`src/weighted_sampling_without_replacement_core_macros.svh`:
```
// assertion helpers, clocked on clk, muted while rst_n is low
`ifndef WEIGHTED_SAMPLING_WITHOUT_REPLACEMENT_CORE_MACROS_SVH
`define WEIGHTED_SAMPLING_WITHOUT_REPLACEMENT_CORE_MACROS_SVH

`define WSWR_ASSERT_SAME(lbl, ante, cons, msg) \
  lbl: assert property (@(posedge clk) disable iff (!rst_n) (ante) |-> (cons)) else $error(msg);

`define WSWR_ASSERT_NEXT(lbl, ante, cons, msg) \
  lbl: assert property (@(posedge clk) disable iff (!rst_n) (ante) |=> (cons)) else $error(msg);

`endif

```
`src/wswr_pkg.sv`:
```
`default_nettype none
package wswr_pkg;

  localparam int WEIGHT_W = 16;
  localparam int UNIF_W   = 16;
  localparam int IDX_W    = 6;
  localparam int SS_W     = 7;

  typedef enum logic [3:0] {
    ST_IDLE,
    ST_SORT_I,
    ST_SORT_W,
    ST_SORT_J,
    ST_SORT_C,
    ST_SORT_WR,
    ST_MUL,
    ST_WALK_ORD,
    ST_WALK_ENT,
    ST_WALK_EVAL,
    ST_FIN
  } state_t;

  typedef struct packed {
    logic load;
    logic draw_start;
    logic refuse;
    logic sort_init;
    logic sort_rd_i;
    logic sort_cap_w;
    logic sort_rd_j;
    logic sort_cmp;
    logic sort_wr;
    logic mul_step;
    logic walk_rd_ord;
    logic walk_eval;
    logic out_load;
  } cmd_t;

  typedef struct packed {
    logic draw_ok;
    logic i_last;
    logic j_last;
    logic mul_last;
    logic walk_end;
    logic hit;
  } status_t;

endpackage
`default_nettype wire

```
`src/wswr_datapath.sv`:
```
`default_nettype none
module wswr_datapath
  import wswr_pkg::*;
#(
  parameter int MAX_ENTRIES = 64,
  parameter int WEIGHT_BITS = 16
) (
  input  wire logic                clk,
  input  wire logic                rst_n,
  input  wire cmd_t                cmd,
  output status_t                  status,
  input  wire logic                cfg_we,
  input  wire logic [SS_W-1:0]     cfg_sample_size,
  input  wire logic [WEIGHT_W-1:0] in_weight,
  input  wire logic [UNIF_W-1:0]   in_uniform,
  input  wire logic                in_last_weight,
  output logic [IDX_W-1:0]         out_selected_index,
  output logic                     out_found,
  output logic                     out_last_draw
);

  localparam int IW = $clog2(MAX_ENTRIES);
  localparam int CW = $clog2(MAX_ENTRIES + 1);
  localparam int TW = WEIGHT_BITS + CW;
  localparam int AW = TW + UNIF_W;
  localparam int MW = $clog2(UNIF_W);

  logic [WEIGHT_BITS:0]   entry_mem [MAX_ENTRIES];
  logic [IW-1:0]          order_mem [MAX_ENTRIES];

  logic [CW-1:0]          loaded_r, i_r, j_r, rank_r, k_r;
  logic [SS_W-1:0]        draw_r, ss_r;
  logic [TW-1:0]          total_r, r_r;
  logic                   closed_r;
  logic [WEIGHT_BITS-1:0] wi_r;
  logic [AW-1:0]          acc_r;
  logic [UNIF_W-1:0]      u_r;
  logic [MW-1:0]          m_r;
  logic [IW-1:0]          ord_rd_r;
  logic [WEIGHT_BITS:0]   ent_rd_r;
  logic [IDX_W-1:0]       res_idx_r;
  logic                   res_found_r, res_last_r;

  logic [31:0]            w_ext;
  logic [WEIGHT_BITS-1:0] w_in, ent_w;
  logic                   ent_used;
  logic [TW-1:0]          ent_w_t, w_in_t;
  logic [CW-1:0]          base_loaded;
  logic [TW-1:0]          base_total;
  logic                   room, hit, ahead;
  logic [AW-1:0]          acc_nxt;
  logic [IW-1:0]          ent_addr, mem_waddr;
  logic [WEIGHT_BITS:0]   mem_wdata;
  logic                   mem_we;
  logic [IW+IDX_W-1:0]    idx_ext;
  logic [SS_W-1:0]        draw_inc;

  assign w_ext     = {{(32-WEIGHT_W){1'b0}}, in_weight};
  assign w_in      = w_ext[WEIGHT_BITS-1:0];
  assign w_in_t    = {{(TW-WEIGHT_BITS){1'b0}}, w_in};
  assign ent_w     = ent_rd_r[WEIGHT_BITS-1:0];
  assign ent_used  = ent_rd_r[WEIGHT_BITS];
  assign ent_w_t   = {{(TW-WEIGHT_BITS){1'b0}}, ent_w};

  assign base_loaded = closed_r ? '0 : loaded_r;
  assign base_total  = closed_r ? '0 : total_r;
  assign room        = base_loaded < CW'(MAX_ENTRIES);

  assign hit   = !ent_used && (r_r <= ent_w_t);
  // heavier, or equal and loaded earlier, means it sorts ahead
  assign ahead = (ent_w > wi_r) || ((ent_w == wi_r) && (j_r < i_r));

  assign acc_nxt = {acc_r[AW-2:0], 1'b0} +
                   (u_r[UNIF_W-1] ? {{UNIF_W{1'b0}}, total_r} : '0);

  assign idx_ext  = {{IDX_W{1'b0}}, ord_rd_r};
  assign draw_inc = draw_r + SS_W'(1);

  always_comb begin
    if (cmd.sort_rd_i) begin
      ent_addr = i_r[IW-1:0];
    end else if (cmd.sort_rd_j) begin
      ent_addr = j_r[IW-1:0];
    end else begin
      ent_addr = ord_rd_r;
    end
  end

  assign mem_we    = (cmd.load && room) || (cmd.walk_eval && hit);
  assign mem_waddr = cmd.load ? base_loaded[IW-1:0] : ord_rd_r;
  assign mem_wdata = cmd.load ? {1'b0, w_in} : {1'b1, ent_w};

  always_comb begin
    status.draw_ok  = closed_r && (draw_r < ss_r);
    status.i_last   = (i_r + CW'(1)) == loaded_r;
    status.j_last   = (j_r + CW'(1)) == loaded_r;
    status.mul_last = m_r == MW'(UNIF_W - 1);
    status.walk_end = k_r >= loaded_r;
    status.hit      = hit;
  end

  always_ff @(posedge clk) begin
    if (mem_we) begin
      entry_mem[mem_waddr] <= mem_wdata;
    end
    ent_rd_r <= entry_mem[ent_addr];
    if (cmd.sort_wr) begin
      order_mem[rank_r[IW-1:0]] <= i_r[IW-1:0];
    end
    if (cmd.walk_rd_ord) begin
      ord_rd_r <= order_mem[k_r[IW-1:0]];
    end
  end

  always_ff @(posedge clk) begin
    if (!rst_n) begin
      loaded_r <= '0;
      draw_r   <= '0;
      total_r  <= '0;
      closed_r <= 1'b0;
      ss_r     <= '0;
    end else begin
      if (cfg_we) begin
        ss_r <= cfg_sample_size;
      end
      if (cmd.load) begin
        loaded_r <= room ? base_loaded + CW'(1) : base_loaded;
        total_r  <= room ? base_total + w_in_t : base_total;
        if (closed_r) begin
          draw_r <= '0;
        end
        closed_r <= in_last_weight;
      end
      if (cmd.draw_start) begin
        draw_r <= draw_inc;
      end
      if (cmd.walk_eval && hit) begin
        total_r <= total_r - ent_w_t;
      end
    end
  end

  // sort, multiply and walk working registers
  always_ff @(posedge clk) begin
    if (cmd.sort_init) begin
      i_r <= '0;
    end
    if (cmd.sort_cap_w) begin
      wi_r   <= ent_w;
      j_r    <= '0;
      rank_r <= '0;
    end
    if (cmd.sort_cmp) begin
      j_r <= j_r + CW'(1);
      if (ahead) begin
        rank_r <= rank_r + CW'(1);
      end
    end
    if (cmd.sort_wr) begin
      i_r <= i_r + CW'(1);
    end
    if (cmd.draw_start) begin
      acc_r       <= '0;
      u_r         <= in_uniform;
      m_r         <= '0;
      k_r         <= '0;
      res_idx_r   <= '0;
      res_found_r <= 1'b0;
      res_last_r  <= draw_inc == ss_r;
    end
    if (cmd.refuse) begin
      res_idx_r   <= '0;
      res_found_r <= 1'b0;
      res_last_r  <= 1'b0;
    end
    if (cmd.mul_step) begin
      acc_r <= acc_nxt;
      u_r   <= {u_r[UNIF_W-2:0], 1'b0};
      m_r   <= m_r + MW'(1);
      r_r   <= acc_nxt[AW-1:UNIF_W];
    end
    if (cmd.walk_eval) begin
      if (hit) begin
        res_idx_r   <= idx_ext[IDX_W-1:0];
        res_found_r <= 1'b1;
      end else begin
        k_r <= k_r + CW'(1);
        if (!ent_used) begin
          r_r <= r_r - ent_w_t;
        end
      end
    end
    if (cmd.out_load) begin
      out_selected_index <= res_idx_r;
      out_found          <= res_found_r;
      out_last_draw      <= res_last_r;
    end
  end

endmodule
`default_nettype wire

```
`src/wswr_ctrl.sv`:
```
`default_nettype none
`include "weighted_sampling_without_replacement_core_macros.svh"
module wswr_ctrl
  import wswr_pkg::*;
(
  input  wire logic    clk,
  input  wire logic    rst_n,
  input  wire logic    in_valid,
  input  wire logic    in_mode,
  input  wire logic    in_last_weight,
  output logic         in_stall,
  output logic         out_valid,
  input  wire logic    out_stall,
  input  wire status_t status,
  output cmd_t         cmd
);

  state_t state_r, state_nxt;
  logic   out_valid_r, out_valid_nxt;
  logic   in_fire, out_free;

  assign in_stall  = state_r != ST_IDLE;
  assign in_fire   = in_valid && !in_stall;
  assign out_free  = !out_valid_r || !out_stall;
  assign out_valid = out_valid_r;

  always_comb begin
    state_nxt = state_r;
    case (state_r)
      ST_IDLE: begin
        if (in_fire) begin
          if (!in_mode) begin
            state_nxt = in_last_weight ? ST_SORT_I : ST_IDLE;
          end else begin
            state_nxt = status.draw_ok ? ST_MUL : ST_FIN;
          end
        end
      end
      ST_SORT_I:   state_nxt = ST_SORT_W;
      ST_SORT_W:   state_nxt = ST_SORT_J;
      ST_SORT_J:   state_nxt = ST_SORT_C;
      ST_SORT_C:   state_nxt = status.j_last ? ST_SORT_WR : ST_SORT_J;
      ST_SORT_WR:  state_nxt = status.i_last ? ST_IDLE : ST_SORT_I;
      ST_MUL:      state_nxt = status.mul_last ? ST_WALK_ORD : ST_MUL;
      ST_WALK_ORD: state_nxt = status.walk_end ? ST_FIN : ST_WALK_ENT;
      ST_WALK_ENT: state_nxt = ST_WALK_EVAL;
      ST_WALK_EVAL: state_nxt = status.hit ? ST_FIN : ST_WALK_ORD;
      ST_FIN:      state_nxt = out_free ? ST_IDLE : ST_FIN;
      default:     state_nxt = ST_IDLE;
    endcase
  end

  always_comb begin
    cmd = '0;
    case (state_r)
      ST_IDLE: begin
        if (in_fire) begin
          cmd.load       = !in_mode;
          cmd.sort_init  = !in_mode && in_last_weight;
          cmd.draw_start = in_mode && status.draw_ok;
          cmd.refuse     = in_mode && !status.draw_ok;
        end
      end
      ST_SORT_I:    cmd.sort_rd_i   = 1'b1;
      ST_SORT_W:    cmd.sort_cap_w  = 1'b1;
      ST_SORT_J:    cmd.sort_rd_j   = 1'b1;
      ST_SORT_C:    cmd.sort_cmp    = 1'b1;
      ST_SORT_WR:   cmd.sort_wr     = 1'b1;
      ST_MUL:       cmd.mul_step    = 1'b1;
      ST_WALK_ORD:  cmd.walk_rd_ord = !status.walk_end;
      ST_WALK_ENT:  cmd = '0;
      ST_WALK_EVAL: cmd.walk_eval   = 1'b1;
      ST_FIN:       cmd.out_load    = out_free;
      default:      cmd = '0;
    endcase
  end

  always_comb begin
    out_valid_nxt = out_valid_r;
    if (cmd.out_load) begin
      out_valid_nxt = 1'b1;
    end else if (out_valid_r && !out_stall) begin
      out_valid_nxt = 1'b0;
    end
  end

  always_ff @(posedge clk) begin
    if (!rst_n) begin
      state_r     <= ST_IDLE;
      out_valid_r <= 1'b0;
    end else begin
      state_r     <= state_nxt;
      out_valid_r <= out_valid_nxt;
    end
  end

  `WSWR_ASSERT_NEXT(a_load_word, cmd.out_load, out_valid_r, "result word not presented")
  `WSWR_ASSERT_NEXT(a_hit_fin, (state_r == ST_WALK_EVAL) && status.hit, state_r == ST_FIN, "hit did not finish walk")
  `WSWR_ASSERT_SAME(a_fin_busy, (state_r == ST_FIN) && out_valid_r && out_stall, !cmd.out_load, "result overwritten while held")
  `WSWR_ASSERT_NEXT(a_sort_done, (state_r == ST_SORT_WR) && status.i_last, state_r == ST_IDLE, "sort did not end")

endmodule
`default_nettype wire

```
`src/weighted_sampling_without_replacement_core.sv`:
```
// Weighted sampling without replacement, one word at a time.
// Load word: stores one weight; the closing load adds a rank sort of the N loaded entries.
// Draw word: shift-add multiply, one uniform bit per step, then a walk of the ordered entries.
// Refused draws skip the multiply and walk; in_stall stays high until a word is finished.
// Reset (rst_n low, synchronous) empties the set, clears totals and counters
// and sample_size; no memory clearing pass is run.
`default_nettype none
module weighted_sampling_without_replacement_core
  import wswr_pkg::*;
#(
  parameter int MAX_ENTRIES = 64,
  parameter int WEIGHT_BITS = 16
) (
  input  wire logic                clk,
  input  wire logic                rst_n,
  input  wire logic                in_valid,
  output logic                     in_stall,
  input  wire logic                in_mode,
  input  wire logic [WEIGHT_W-1:0] in_weight,
  input  wire logic [UNIF_W-1:0]   in_uniform,
  input  wire logic                in_last_weight,
  output logic                     out_valid,
  input  wire logic                out_stall,
  output logic [IDX_W-1:0]         out_selected_index,
  output logic                     out_found,
  output logic                     out_last_draw,
  input  wire logic                cfg_valid,
  output logic                     cfg_ready,
  input  wire logic [SS_W-1:0]     cfg_sample_size
);

  cmd_t    cmd;
  status_t status;

  assign cfg_ready = 1'b1;

  wswr_ctrl u_ctrl (
    .clk            (clk),
    .rst_n          (rst_n),
    .in_valid       (in_valid),
    .in_mode        (in_mode),
    .in_last_weight (in_last_weight),
    .in_stall       (in_stall),
    .out_valid      (out_valid),
    .out_stall      (out_stall),
    .status         (status),
    .cmd            (cmd)
  );

  wswr_datapath #(
    .MAX_ENTRIES (MAX_ENTRIES),
    .WEIGHT_BITS (WEIGHT_BITS)
  ) u_dp (
    .clk                (clk),
    .rst_n              (rst_n),
    .cmd                (cmd),
    .status             (status),
    .cfg_we             (cfg_valid && cfg_ready),
    .cfg_sample_size    (cfg_sample_size),
    .in_weight          (in_weight),
    .in_uniform         (in_uniform),
    .in_last_weight     (in_last_weight),
    .out_selected_index (out_selected_index),
    .out_found          (out_found),
    .out_last_draw      (out_last_draw)
  );

endmodule
`default_nettype wire

```
`config.mk`:
```
export PLATFORM = sky130hd
export DESIGN_NAME = weighted_sampling_without_replacement_core
export DESIGN_NICKNAME = d
export VERILOG_FILES = /design/src/wswr_pkg.sv /design/src/wswr_datapath.sv /design/src/wswr_ctrl.sv /design/src/weighted_sampling_without_replacement_core.sv
export VERILOG_INCLUDE_DIRS = /design/src /design/src/src
export SDC_FILE = /design/constraint.sdc
export NUM_CORES = 2
export LEC_CHECK = 0
export ABC_CLOCK_PERIOD_IN_PS = 5100
export BUFFER_PORTS_ARGS = -buffer_cell sky130_fd_sc_hd__buf_2
export CAP_MARGIN = 15
export CORE_MARGIN = 4
export CORE_UTILIZATION = 45
export DETAILED_ROUTE_END_ITERATION = 10
export PLACE_DENSITY = 0.61
export SETUP_SLACK_MARGIN = 0.15
export SLEW_MARGIN = 20
export SYNTH_ARGS = -nofsm -noshare
export SYNTH_HDL_FRONTEND = slang
export SYNTH_SLANG_ARGS = --single-unit
```
`constraint.sdc`:
```
create_clock -name clk -period 5.1 [get_ports clk]
set_clock_uncertainty 0.15 [all_clocks]
set_input_delay 1.02 -clock clk [delete_from_list [all_inputs] [get_ports clk]]
set_output_delay 1.02 -clock clk [all_outputs]
set_load 0.005 [all_outputs]
```
# [Word level (Yosys, flattened, before mapping)]
# Memory sizes are Yosys's and may differ from the RTL's. A register that Yosys moved wholly into a read port is not among the register bits.
# Index checks and enable logic that the tools add are counted.
[totals] ff_bits=191 latchBits=0 mem_bits_rw=1472 mem_bits_ro=0 elab_cells=158 out_inout_bits=11 inputBits=46 mem_count=2
[classes] shifts=0 n_reduce_logical=30 bitwise=0 n_mul=0 add_sub_neg=11 n_div=0 muxes=70 n_lt_le_gt_ge=6 eq_ne=16
[memory_table] name="u_dp.entry_mem" words=64 width=17 read_ports=1 rd_clocked_by_memory_dff=1 wr=1 line="wswr_datapath.sv:28" source="logic [WEIGHT_BITS:0] entry_mem [MAX_ENTRIES];"
[memory_table] name="u_dp.order_mem" words=64 width=6 read_ports=1 rd_clocked_by_memory_dff=1 wr=1 line="wswr_datapath.sv:29" source="logic [IW-1:0] order_mem [MAX_ENTRIES];"
[ops] op="23-bit 2-to-1 mux" count=9
[ops] op="7-bit 2-to-1 mux" count=15
[ops] op="38-bit 2-to-1 mux" count=2
[ops] op="23-bit by 16-bit subtractor with 23-bit output" count=2
[ops] op="4-bit one-hot mux with 11 select lines" count=1
[ops] op="7-bit by 1-bit adder with 7-bit output, second input constant" count=6
[ops] op="6-bit 2-to-1 mux" count=7
[ops] op="39-bit by 23-bit adder with 39-bit output" count=1
[ops] op="4-bit 2-to-1 mux" count=9
[ops] op="16-bit 2-to-1 mux" count=2
[ops] op="23-bit by 16-bit adder with 23-bit output" count=1
[ops] op="23-bit by 16-bit <= comparator with 1-bit output" count=1
[ops] op="1-bit 2-to-1 mux" count=22
[ops] op="7-bit equality test" count=3
[ops] op="17-bit 2-to-1 mux" count=1
[ops] op="16-bit equality test" count=1
[ops] op="4-bit by 3-bit equality test with 1-bit output, second input constant" count=4
[ops] op="4-bit equality test, second input constant" count=4
[ops] op="16-bit greater-than comparator" count=1
[ops] op="7-bit < comparator" count=2
[ops] op="2-bit nonzero test" count=7
[ops] op="1-bit logical AND" count=10
[ops] op="4-bit by 2-bit equality test with 1-bit output, second input constant" count=2
[ops] op="7-bit >= comparator" count=1
[ops] op="other kinds (11)" count=19

# [Depth between registers and ports, before layout]
[logic_depth] word_depth=10 mapped_depth=14 mapped_depth_nobuf=12

# [Cells and area by module]
# Synthesis repeated with hierarchy kept, for this count alone.
[unflattened] cells_unflattened=4120 area_unflattened_um2=71038.1
[by_module_without_submodules] mod="wswr_datapath" area_per_inst_um2=70536.4 cells_each=4047 n_inst=1 seq_area_each_um2=49377.4
[by_module_without_submodules] mod="wswr_ctrl" area_per_inst_um2=490.5 cells_each=71 n_inst=1 seq_area_each_um2=100.1
[by_module_without_submodules] mod="weighted_sampling_without_replacement_core" area_per_inst_um2=11.3 cells_each=2 n_inst=1 seq_area_each_um2=0.0

# [Worst setup path after synthesis]
# Ideal clock, no wire load.
[synth_timing] path_kind="in2reg" from="input port in_valid" to="memory u_dp.entry_mem[0][0] (netlist name) (data pin)" arrival_time_ns=4.351 t_required_ns=4.248 setup_ns=0.702 n_path_buf=3 slack_ns=-0.102 path_stages=6 path_cell_list="and3_1 -> nor2b_1 -> clkbuf_1 -> buf_2 -> clkbuf_1 -> o21ai_0"
[synth_between] elab_chain_len=4
[synth_rtl] item="start: declaration" line="weighted_sampling_without_replacement_core.sv:16" source="input wire logic in_valid,"
[synth_rtl] item="1-bit logical AND" line="wswr_ctrl.sv:23" source="assign in_fire = in_valid && !in_stall;"
[synth_rtl] item="4-bit 2-to-1 mux" line="wswr_ctrl.sv:57" source="if (in_fire) begin"
[synth_rtl] item="4-bit 2-to-1 mux" line="wswr_ctrl.sv:55" source="case (state_r)"
[synth_rtl] item="17-bit 2-to-1 mux" line="wswr_datapath.sv:91" source="assign mem_wdata = cmd.load ? {1'b0, w_in} : {1'b1, ent_w};"
[synth_rtl] item="via u_dp.mem_wdata[0]" line="wswr_datapath.sv:53" source="logic [WEIGHT_BITS:0] mem_wdata;"
[synth_rtl] item="end: declaration" line="wswr_datapath.sv:28"
# The timed path passes the listed nets, and every way through them passes these cells.

# [Worst setup path in the final report]
[layout_timing] from="register u_dp.ent_rd_r[14] (read register of u_dp.entry_mem)" to="memory u_dp.entry_mem[7][9] (netlist name), enable pin"
[layout_between] elab_chain_len=6
[layout_rtl] item="start: declaration" line="wswr_datapath.sv:40" source="logic [WEIGHT_BITS:0] ent_rd_r;"
[layout_rtl] item="23-bit by 16-bit <= comparator with 1-bit output" line="wswr_datapath.sv:69" source="assign hit = !ent_used && (r_r <= ent_w_t);"
[layout_rtl] item="1-bit logical AND" line="wswr_datapath.sv:69"
[layout_rtl] item="1-bit logical AND" line="wswr_datapath.sv:89" source="assign mem_we = (cmd.load && room) || (cmd.walk_eval && hit);"
[layout_rtl] item="1-bit logical OR" line="wswr_datapath.sv:89"
[layout_rtl] item="1-bit 2-to-1 mux" line="wswr_datapath.sv:103" source="if (mem_we) begin"
[layout_rtl] item="1-bit 2-to-1 mux (not written as such)" line="wswr_datapath.sv:104" source="entry_mem[mem_waddr] <= mem_wdata;"
# Every way passes these cells.

==> flow_metrics.tcl <==
set metrics [dict create \
    status "finished clean" \
    gp_congestion 0.892 \
    maxSlewHeadroom 0.225 \
    grt_usage 0.208 \
    ys.flop_type "edfxtp_1" \
    grt_max_degree 76 \
    core_area_sq_um 155000 \
    hold_violations 0 \
    maxCapViolations 0 \
    rsz0062_at_grt "yes" \
    start_util 0.455 \
    synth-edff-count 1573 \
    drt_iter0_drc 4009 \
    cts_buffers 174 \
    grt_pass1_vias 37300 \
    cp_max_fo 17 \
    ir_worst_vdd_mv 0.373 \
    rrSetupSlack_ns 0.16 \
    port_buffers 55 \
    drive_gt1_frac 0.217 \
    finalPower_mw 42.9 \
    required_ns 5.35 \
    dr.pass1.iters 7 \
    place_area_sq_um 74000 \
    crit_family "simple AND/OR/NAND/NOR gates" \
    via_count 37500 \
    period_minus_slack_ns 4.94 \
    die_y_um 403 \
    start_kind "register" \
    dieArea_sq_um 163000 \
    wl_per_cell_um 26.9 \
    synth_warnings 0 \
    fillCellCount 12400 \
    synthDistinctLibCells 82 \
    holdPathEnd "u_dp.out_last_draw" \
    viasPerCell 5.91 \
    async_flop_share 0 \
    path_cells "inv_1, ha_1, nand4_1, nor3_1, and4_1, o21ai_0, nor2_1, a32o_1, nand2_1, nor2_2" \
    cts.path.max_buffers 3 \
    syn_nets 4142 \
    ioPinCount 57 \
    avgSynthCellArea_sq_um 17.7 \
    max_freq_mhz 203 \
    p_leak_nw 26.0 \
    synthCells 3979 \
    syn_to_final_growth_pct 12.8 \
    final_cell_mix "1573 x edfxtp_1, 398 x mux4_2, 238 x nor2_1" \
    final_common_cell "edfxtp_1" \
    cts_hold_buffers 0 \
    worst-path-buf-inv 1 \
    remaining_drc_errors 0 \
    period_share 0.968 \
    r2r-start "u_dp.ent_rd_r[14]" \
    cp-end-kind "register" \
    clk_latency_ns 0.80 \
    fin_util 0.513 \
    r2r_cells 10 \
    die_w_um 403 \
    worst-slew-pin-transition_ns 1.16 \
    slowest_stage "nor2_2" \
    min_from "u_dp.res_last_r" \
    ctsResizeCount 0 \
    drv_slew 0 \
    post_cts_buffers 0 \
    grt_pass1_wl_mm 251 \
    grt_antenna_before_repair 11 \
    clkTransAtPathRegs_ns 0.06 \
    hold_path.class "register to register" \
    cp.arrival_ns 5.19 \
    grt_overflow 0 \
    nNetsFinal 4314 \
    drtAntennaViolNets 0 \
    critPathKind "register to register" \
    cts_sinks 1685 \
    rows 144 \
    slowest_delay_ns 1.00 \
    htree_levels 4 \
    tritoncts "built" \
    setup_viol 0 \
    post-dp-hpwl_mm 109 \
    root_buffer "clkbuf_16" \
    powerDensity_nw_per_um2 540 \
    synth_area_sq_um 70400 \
    drt_wl_total_mm 170 \
    ys_ff_latch 1685 \
    reg2reg_to "u_dp.entry_mem[7][9]" \
    final_area_sq_um 79400 \
    hold_path_depth 0 \
    yosysSeqAreaShare 0.703 \
]
## cells in the mapped netlist (28+ instances only)
cell type / instances / area share
nor2b_1: 36 / 0.0032
clkbuf_1: 90 / 0.0048
mux4_2: 398 / 0.13
ha_1: 113 / 0.020
a21o_1: 28 / 0.0030
and2_1: 33 / 0.0029
inv_1: 70 / 0.0037
mux2i_1: 161 / 0.023
nor3_1: 37 / 0.0026
nor2_1: 303 / 0.016
buf_1: 42 / 0.0022
xnor2_1: 63 / 0.0078
o22ai_1: 68 / 0.0060
dfxtp_1: 112 / 0.032
nand2_1: 155 / 0.0083
xor2_1: 43 / 0.0054
nand3_1: 65 / 0.0046
a21oi_1: 106 / 0.0075
o21ai_0: 88 / 0.0063
buf_2: 37 / 0.0026
edfxtp_1: 1573 / 0.67
## layout make-up
type | instances | area, sq um | share of cell area
Antenna cell | 4 | 10.0 | 0.000126
Timing Repair Buffer | 186 | 1490 | 0.0187
Clock inverter | 79 | 646 | 0.00813
Multi-Input combinational cell | 2031 | 20200 | 0.255
Clock buffer | 241 | 4730 | 0.0595
Tap cell | 2044 | 2560 | 0.0322
Inverter | 73 | 274 | 0.00345
Sequential cell | 1685 | 49500 | 0.623
## cells by family after synthesis
logic type      synth area share
simple gates              0.0510
xor+xnor                  0.0132
buf+inv                   0.0161
flops                      0.703
other cells            0.0000533
fa+ha+maj                 0.0212
compound gates            0.0451
mux                        0.150
## worst max-delay path by stage
stage	start	to	slack (ns)	cells after the start
4_1_cts	u_dp.ent_rd_r[14]	u_dp.entry_mem[63][8]	0.26	10
5_1_grt	u_dp.ent_rd_r[14]	u_dp.entry_mem[55][4]	-0.03	10
3_5_place_dp	u_dp.ent_rd_r[14]	u_dp.entry_mem[63][6]	0.29	10
6_report	u_dp.ent_rd_r[14]	u_dp.entry_mem[7][9]	0.16	10
3_3_place_gp	u_dp.ent_rd_r[14]	u_dp.entry_mem[55][16]	0.37	10
2_1_floorplan	in_valid	u_dp.entry_mem[0][0]	-0.10	6
## where the power goes
group / total, mW / internal [mW] / switching, mW / leakage, nW
clock: 12.0 / 6.68 / 5.31 / 2.61
sequential: 17.7 / 17.2 / 0.526 / 15.1
combinational: 13.2 / 5.05 / 8.12 / 8.30
## state kept, by name, indices dropped and copies added, names as in the netlist, 6 cells and up
name,cells
u_dp.k_r,7
u_dp.loaded_r,7
u_dp.ent_rd_r,17
u_dp.res_idx_r,6
u_dp.entry_mem,1088
u_dp.ss_r,7
u_dp.wi_r,16
u_dp.total_r,23
u_dp.ord_rd_r,6
u_dp.acc_r,38
u_dp.draw_r,7
u_dp.j_r,7
u_dp.order_mem,384
u_dp.out_selected_index,6
u_dp.rank_r,6
u_dp.r_r,23
u_dp.u_r,16
u_dp.i_r,7
## routing by layer
| layer | track usage | share of wire | vias to the layer above |
|---|---|---|---|
| li1 | - | - | 16400 |
| met1 | 0.305 | 0.43 | 19600 |
| met2 | 0.330 | 0.48 | 1307 |
| met3 | 0.0314 | 0.071 | 241 |
| met4 | 0.0553 | 0.023 | 4 |
| met5 | 0 | 0.00016 | - |
## metrics by stage
step / hold WS, ns / instances / setup TNS [ns] / setup WS, ns
floorplan: 0.258 / 3979 / -84.12 / -0.102
global placement: 0.286 / 6017 / 0 / 0.370
detailed placement: 0.282 / 6018 / 0 / 0.288
CTS: 0.254 / 6338 / 0 / 0.258
global route: 0.302 / 6339 / -0.498 / -0.0298
finish: 0.289 / 6343 / 0 / 0.163
Power figures use the tool's default switching activity.
